File: config.mk
export PLATFORM = sky130hd
export DESIGN_NAME = rc4_stream_cipher
export DESIGN_NICKNAME = d
export VERILOG_FILES = /design/src/rtl/rc4_pkg.sv /design/src/rtl/rc4_sbox.sv /design/src/rtl/rc4_ctrl.sv /design/src/rtl/rc4_stream_cipher.sv
export SDC_FILE = /design/constraint.sdc
export NUM_CORES = 2
export LEC_CHECK = 0
export ABC_AREA = 1
export BUFFER_PORTS_ARGS = -buffer_cell sky130_fd_sc_hd__buf_2
export CAP_MARGIN = 30
export CORE_UTILIZATION = 45
export CTS_BUF_LIST = sky130_fd_sc_hd__clkbuf_2 sky130_fd_sc_hd__clkbuf_4 sky130_fd_sc_hd__clkbuf_8
export CTS_CLUSTER_DIAMETER = 150
export DETAILED_ROUTE_END_ITERATION = 10
export HOLD_SLACK_MARGIN = 0.06
export PLACE_DENSITY_LB_ADDON = 0.25
export SYNTH_ARGS = -nofsm -noshare
export SYNTH_HDL_FRONTEND = slang
export SYNTH_SLANG_ARGS = --single-unit
File: constraint.sdc
create_clock -name clk_i -period 9.72 [get_ports clk_i]
set_input_delay 2.43 -clock clk_i [delete_from_list [all_inputs] [get_ports clk_i]]
set_output_delay 2.43 -clock clk_i [all_outputs]
set_load 0.005 [all_outputs]
File: src/rtl/rc4_pkg.sv
// Shared types and constants of the RC4 stream cipher.
package rc4_pkg;

  localparam int unsigned BYTE_W            = 8;
  localparam int unsigned BOX_DEPTH         = 256;
  localparam int unsigned BOX_AW            = 8;
  localparam int unsigned KEY_W             = 32;
  localparam int unsigned KEY_REG_BYTES     = KEY_W / BYTE_W;
  localparam int unsigned KEY_BYTES_DEFAULT = 4;

  typedef logic [BYTE_W-1:0] byte_t;
  typedef logic [BOX_AW-1:0] box_addr_t;

  typedef struct packed {
    logic      rd_en;
    box_addr_t rd_addr;
    logic      wr_en;
    box_addr_t wr_addr;
    byte_t     wr_data;
  } mem_req_t;

  typedef struct packed {
    logic  valid;
    byte_t data;
  } res_t;

endpackage

File: src/rtl/rc4_sbox.sv
// Permutation memory: one write port, one read port with registered data.
module rc4_sbox
  import rc4_pkg::*;
(
  input  logic     clk_i,
  input  mem_req_t req_i,
  output byte_t    rdata_o
);

  byte_t mem [BOX_DEPTH];
  byte_t rdata_q;

  always_ff @(posedge clk_i) begin
    if (req_i.wr_en) begin
      mem[req_i.wr_addr] <= req_i.wr_data;
    end
    if (req_i.rd_en) begin
      rdata_q <= mem[req_i.rd_addr];
    end
  end

  assign rdata_o = rdata_q;

endmodule

File: src/rtl/rc4_ctrl.sv
// Sequencer for key schedule and keystream steps over the permutation memory.
module rc4_ctrl
  import rc4_pkg::*;
#(
  parameter int unsigned KEY_BYTES = KEY_BYTES_DEFAULT
) (
  input  logic             clk_i,
  input  logic             rst_ni,
  input  logic             in_valid_i,
  input  byte_t            data_byte_i,
  input  logic             start_i,
  output logic             in_stall_o,
  input  logic [KEY_W-1:0] key_i,
  output mem_req_t         mem_req_o,
  input  byte_t            mem_rdata_i,
  input  logic             out_free_i,
  output res_t             res_o
);

  localparam int unsigned KIW = (KEY_BYTES > 1) ? $clog2(KEY_BYTES) : 1;

  typedef enum logic [3:0] {
    ST_IDLE,
    ST_INIT,
    ST_MIX_RD,
    ST_MIX_J,
    ST_MIX_W1,
    ST_MIX_W2,
    ST_GEN_RD,
    ST_GEN_J,
    ST_GEN_W1,
    ST_GEN_W2,
    ST_GEN_OUT
  } state_e;

  state_e         state_q;
  box_addr_t      i_q;
  box_addr_t      j_q;
  box_addr_t      cnt_q;
  logic [KIW-1:0] kidx_q;
  logic           keyed_q;
  byte_t          si_q;
  byte_t          sj_q;
  byte_t          data_q;

  byte_t     key_bytes [KEY_BYTES];
  byte_t     cur_key;
  box_addr_t j_mix;
  box_addr_t j_gen;
  box_addr_t t_addr;
  byte_t     ks;
  logic      need_key;
  logic      cnt_last;

  for (genvar g = 0; g < KEY_BYTES; g++) begin : g_key
    if (g < KEY_REG_BYTES) begin : g_reg
      assign key_bytes[g] = key_i[BYTE_W*g +: BYTE_W];
    end else begin : g_zero
      assign key_bytes[g] = '0;
    end
  end

  assign cur_key  = key_bytes[kidx_q];
  assign j_mix    = j_q + mem_rdata_i + cur_key;
  assign j_gen    = j_q + mem_rdata_i;
  assign t_addr   = si_q + sj_q;
  assign need_key = start_i || !keyed_q;
  assign cnt_last = (cnt_q == box_addr_t'(BOX_DEPTH - 1));

  // s[j] is written in the same cycle that s[t] is read: forward it
  assign ks = (t_addr == j_q) ? si_q : mem_rdata_i;

  assign in_stall_o = (state_q != ST_IDLE);

  always_comb begin
    mem_req_o = '0;
    res_o     = '0;
    unique case (state_q)
      ST_IDLE: begin
        if (in_valid_i && !need_key) begin
          mem_req_o.rd_en   = 1'b1;
          mem_req_o.rd_addr = i_q + 1'b1;
        end
      end
      ST_INIT: begin
        mem_req_o.wr_en   = 1'b1;
        mem_req_o.wr_addr = cnt_q;
        mem_req_o.wr_data = cnt_q;
      end
      ST_MIX_RD: begin
        mem_req_o.rd_en   = 1'b1;
        mem_req_o.rd_addr = cnt_q;
      end
      ST_MIX_J: begin
        mem_req_o.rd_en   = 1'b1;
        mem_req_o.rd_addr = j_mix;
      end
      ST_MIX_W1: begin
        mem_req_o.wr_en   = 1'b1;
        mem_req_o.wr_addr = cnt_q;
        mem_req_o.wr_data = mem_rdata_i;
      end
      ST_MIX_W2: begin
        mem_req_o.wr_en   = 1'b1;
        mem_req_o.wr_addr = j_q;
        mem_req_o.wr_data = si_q;
      end
      ST_GEN_RD: begin
        mem_req_o.rd_en   = 1'b1;
        mem_req_o.rd_addr = i_q;
      end
      ST_GEN_J: begin
        mem_req_o.rd_en   = 1'b1;
        mem_req_o.rd_addr = j_gen;
      end
      ST_GEN_W1: begin
        mem_req_o.wr_en   = 1'b1;
        mem_req_o.wr_addr = i_q;
        mem_req_o.wr_data = mem_rdata_i;
      end
      ST_GEN_W2: begin
        mem_req_o.wr_en   = 1'b1;
        mem_req_o.wr_addr = j_q;
        mem_req_o.wr_data = si_q;
        mem_req_o.rd_en   = 1'b1;
        mem_req_o.rd_addr = t_addr;
      end
      ST_GEN_OUT: begin
        res_o.valid = out_free_i;
        res_o.data  = data_q ^ ks;
      end
      default: begin
        mem_req_o = '0;
      end
    endcase
  end

  always_ff @(posedge clk_i or negedge rst_ni) begin
    if (!rst_ni) begin
      state_q <= ST_IDLE;
      i_q     <= '0;
      j_q     <= '0;
      cnt_q   <= '0;
      kidx_q  <= '0;
      keyed_q <= 1'b0;
    end else begin
      unique case (state_q)
        ST_IDLE: begin
          if (in_valid_i) begin
            if (need_key) begin
              cnt_q   <= '0;
              state_q <= ST_INIT;
            end else begin
              i_q     <= i_q + 1'b1;
              state_q <= ST_GEN_J;
            end
          end
        end
        ST_INIT: begin
          cnt_q <= cnt_q + 1'b1;
          if (cnt_last) begin
            j_q     <= '0;
            kidx_q  <= '0;
            state_q <= ST_MIX_RD;
          end
        end
        ST_MIX_RD: begin
          state_q <= ST_MIX_J;
        end
        ST_MIX_J: begin
          j_q     <= j_mix;
          state_q <= ST_MIX_W1;
        end
        ST_MIX_W1: begin
          state_q <= ST_MIX_W2;
        end
        ST_MIX_W2: begin
          cnt_q  <= cnt_q + 1'b1;
          kidx_q <= (kidx_q == KIW'(KEY_BYTES - 1)) ? '0 : kidx_q + 1'b1;
          if (cnt_last) begin
            i_q     <= box_addr_t'(1);
            j_q     <= '0;
            keyed_q <= 1'b1;
            state_q <= ST_GEN_RD;
          end else begin
            state_q <= ST_MIX_RD;
          end
        end
        ST_GEN_RD: begin
          state_q <= ST_GEN_J;
        end
        ST_GEN_J: begin
          j_q     <= j_gen;
          state_q <= ST_GEN_W1;
        end
        ST_GEN_W1: begin
          state_q <= ST_GEN_W2;
        end
        ST_GEN_W2: begin
          state_q <= ST_GEN_OUT;
        end
        ST_GEN_OUT: begin
          if (out_free_i) begin
            state_q <= ST_IDLE;
          end
        end
        default: begin
          state_q <= ST_IDLE;
        end
      endcase
    end
  end

  always_ff @(posedge clk_i) begin
    if (state_q == ST_IDLE && in_valid_i) begin
      data_q <= data_byte_i;
    end
    if (state_q == ST_MIX_J || state_q == ST_GEN_J) begin
      si_q <= mem_rdata_i;
    end
    if (state_q == ST_GEN_W1) begin
      sj_q <= mem_rdata_i;
    end
  end

endmodule

File: src/rtl/rc4_stream_cipher.sv
// RC4 stream cipher top level: key register, sequencer, permutation memory, output register.
//
// Each input byte is XORed with the next RC4 keystream byte, so the block both
// encrypts and decrypts. A byte with start_of_message set, or the first byte after
// reset, first runs the key schedule with the key register written over the
// configuration port (byte n at bits 8n+7..8n, used in turn over KEY_BYTES bytes,
// bytes past the fourth read as zero). A byte on a keyed stream steps through GEN_J,
// GEN_W1, GEN_W2 and GEN_OUT before the next acceptance, set by the read-modify-write
// of two permutation entries plus the keystream read on the single read port of the
// memory. The key schedule loads the identity into all 256 entries, mixes with two
// reads and two writes per entry and reads entry 1 again. A finished byte waits in
// the output register while the next byte is accepted. Write the key only while no
// byte is in flight; it takes effect at the next key schedule.
module rc4_stream_cipher
  import rc4_pkg::*;
#(
  parameter int unsigned KEY_BYTES = KEY_BYTES_DEFAULT
) (
  input  logic             clk_i,
  input  logic             rst_ni,
  input  logic             cfg_valid_i,
  output logic             cfg_ready_o,
  input  logic [KEY_W-1:0] cfg_data_i,
  input  logic             in_valid_i,
  output logic             in_stall_o,
  input  logic [7:0]       data_byte_i,
  input  logic             start_of_message_i,
  output logic             out_valid_o,
  input  logic             out_stall_i,
  output logic [7:0]       out_byte_o
);

  logic [KEY_W-1:0] key_q;
  logic             out_valid_q;
  byte_t            out_byte_q;
  logic             out_free;
  mem_req_t         mem_req;
  byte_t            mem_rdata;
  res_t             res;

  assign cfg_ready_o = 1'b1;
  assign out_free    = !out_valid_q || !out_stall_i;

  always_ff @(posedge clk_i or negedge rst_ni) begin
    if (!rst_ni) begin
      key_q       <= '0;
      out_valid_q <= 1'b0;
    end else begin
      if (cfg_valid_i && cfg_ready_o) begin
        key_q <= cfg_data_i;
      end
      if (out_free) begin
        out_valid_q <= res.valid;
      end
    end
  end

  always_ff @(posedge clk_i) begin
    if (out_free && res.valid) begin
      out_byte_q <= res.data;
    end
  end

  rc4_ctrl #(
    .KEY_BYTES(KEY_BYTES)
  ) u_ctrl (
    .clk_i       (clk_i),
    .rst_ni      (rst_ni),
    .in_valid_i  (in_valid_i),
    .data_byte_i (data_byte_i),
    .start_i     (start_of_message_i),
    .in_stall_o  (in_stall_o),
    .key_i       (key_q),
    .mem_req_o   (mem_req),
    .mem_rdata_i (mem_rdata),
    .out_free_i  (out_free),
    .res_o       (res)
  );

  rc4_sbox u_sbox (
    .clk_i  (clk_i),
    .req_i  (mem_req),
    .rdata_o(mem_rdata)
  );

  assign out_valid_o = out_valid_q;
  assign out_byte_o  = out_byte_q;

endmodule

==> metrics <==
Peak Freq=0.153 GHz; worst clock skew=74.2 ps; site row count=170; simple-gate portion of the synthesized area=23.7%; global-route wire length before repair=409 mm; number of flops mapped to enable cells by yosys=2088; fraction of the mapped netlist area in adder cells=0.371%; library cells used by synthesis=50; number of clock sinks=2152; width of the die=467 um; Max Slew Vio Count=0; net count of the mapped netlist=9111; minimum period implied by the final worst setup slack=6540 ps; number of antenna violations at the first check in global routing=10; Synth Instances=9038; Placeable Area=215000 um2; setup_tns=0 ps; placed wire-length estimate after detailed placement=151 mm; leading cell types by total area after synthesis=edfxtp_1, nand3_1, nand2_1; number of iterations in the first detailed-routing pass=6; Slew Limit Headroom=18.8%; number of buffers added on ports=55; Post-Synthesis Cell Area=97100 um2; clock-pin slew of the registers on the worst-case setup and hold paths=60 ps; nets=9077; combinational family with the most area after synthesis=simple AND/OR/NAND/NOR gates; total of hold buffers inserted after clock tree synthesis=0; most instantiated library cell after synthesis=edfxtp_1; #FFs+latches synth=2152; multiplexer fraction of the synthesized cell area=0.209%; average cell area after synthesis=10.7 um2; Async S/R FF share, synth=2.97%; arrival time at the worst endpoint=7360 ps; die boundary height=467 um; Skew-Pair Late Insertion Delay=1090 ps; share of cells above drive strength 1=8.50%; setup repair after global routing missed its margin=no; Worst setup EP type=register; dominant cell type by area after synthesis=edfxtp_1; XOR/XNOR share of the synthesized area=0.252%; crit-path cells=clkinv_1 > o21ai_0 > a21oi_1 > a21oi_1 > ha_1 > nand3_1 > nand2_1 > nor2_4 > buf_4 > buf_4 > buf_12 > nand3b_1 > nand3_1 > nand3_1 > nand3_1 > nand3_1 > nand2_1 > nand2_1 > nand3_1 > nand2_1 > nand2_1 > nand2_1; sequential cell area fraction in the yosys report=66.2%; most used standard cells in the synthesized netlist=edfxtp_1, nand3_1, nand2_1; Worst Path Required=10540 ps; Hold Violations, Final=0; category of the critical setup timing path=reg -> reg; worst min-delay path category=reg -> reg; via density per instance=5.53; maximum clock path buffer count=4; Total Die Area=218000 um2; number of max-cap violations=0; postcts setup bufs=0; total grt overflow=0; num ports=57; Setup violations, final=0; Tot GR Track Use=24.8%; largest stage delay on the critical path=610 ps; number of global-route vias before repair=64200; Worst-Margin Slew=1220 ps; final worst path period share=67.3%; Top delay family on crit path=buffers and inverters; non-filler instance count after layout=12100; total length of routed wires=274 mm; number of warnings reported in the yosys synthesis log=0; post-synthesis compound-gate area fraction=1.23%; clock tree from TritonCTS=built; via count=67000; routability congestion estimate=0.857; worst hold slack=500 ps; crit path launch type=register; per-cell routed wire length=22.7 um; status=finished clean; post-synth top area share=64.6%; total DRC errors in the routed layout=0; starting DRC count in detailed routing=7656; number of clock buffers inserted by TritonCTS=377; Post-CTS Resized=0; placed cells=11500; top_reg_cell synth=edfxtp_1; level count of the clock H-tree=5; largest net degree at the start of global routing=207; highest net fanout along the worst path=187; CP Buf/Inv Count=4; CTS Root Buffer Type=clkbuf_8; slowest stage cell, crit path=clkinv_1; layout overhead on the synthesized area=9.74%; starting utilization of the core area=45.3%; antenna viol nets, final=0
state kept, by name (all words and copies together), names as in the netlist, 4 cells and up:
name	flops
out_byte_o	8
u_ctrl.i_q	8
key_q	32
u_ctrl.si_q	8
u_ctrl.state_q	4
u_sbox.rdata_o	8
u_ctrl.sj_q	8
u_sbox.mem	2048
u_ctrl.j_q	8
u_ctrl.cnt_q	8
u_ctrl.data_q	8
cell families (layout without fill, tap and decap cells):
kind of cell / Yosys count / in the layout
mux: 18 / 18
xor+xnor: 28 / 28
compound gates: 201 / 201
simple gates: 4680 / 4680
fa+ha+maj: 27 / 27
buf+inv: 1931 / 2154
other cells: 1 / 4
flops: 2152 / 2152
cells in the final DEF, fill, tap and decap left out, drive strengths merged, types with 6 or more instances in the layout:
cell type and instances:
edfxtp 2088, nand3 1973, nand2 1599, inv 1355
nand3b 746, clkbuf 501, nor2 334, buf 162
clkinv 125, o21ai 78, dfrtp 64, a21oi 52
o211ai 36, xor2 24, ha 24, mux2 18
nand4 17, o221ai 10, bufinv 6
routing by layer:
metal	part of all wire, %	vias to the layer above	track usage, %
li1	-	30700	-
met3	8.1	490	4.20
met4	3.4	0	9.23
met1	42	32700	34.3
met5	0	-	0
met2	46	3081	39.1
worst paths after layout:
check / cells past startpoint / slack, ps / endpoint / startpoint
setup / recovery: 22 / 3180 / u_sbox.rdata_o[5] / u_ctrl.kidx_q[0]
hold / removal: 1 / 500 / key_q[11] / key_q[11]
setup reg to reg: 22 / 3180 / u_sbox.rdata_o[5] / u_ctrl.kidx_q[0]
hold reg to reg: 1 / 500 / key_q[11] / key_q[11]
max in group asynchronous: 2 / 7590 / u_ctrl.keyed_q / rst_ni
min in group asynchronous: 2 / 1550 / key_q[12] / rst_ni
final cells by class:
class,count,area [um2]
inverter,1356,5100
sequential,2152,64300
tap,2838,3550
clock buffer,501,6180
fill,19200,108000
multi-input combinational,4955,25300
clock inverter,135,733
timing repair buffer,162,1450
antenna,3,7.51
per-stage QoR:
step	setup slack, ps	area (um2)	util (%)
after floorplan	-568	97100	-
after global placement	2880	99500	46.4
after detailed placement	2870	99600	46.4
after CTS	3380	107000	49.6
after global routing	2880	107000	49.7
final	3180	107000	49.7
Power is left out: the tool's default activity adds up to more than one toggle a clock period on the data nets, which glitch-free logic cannot reach.
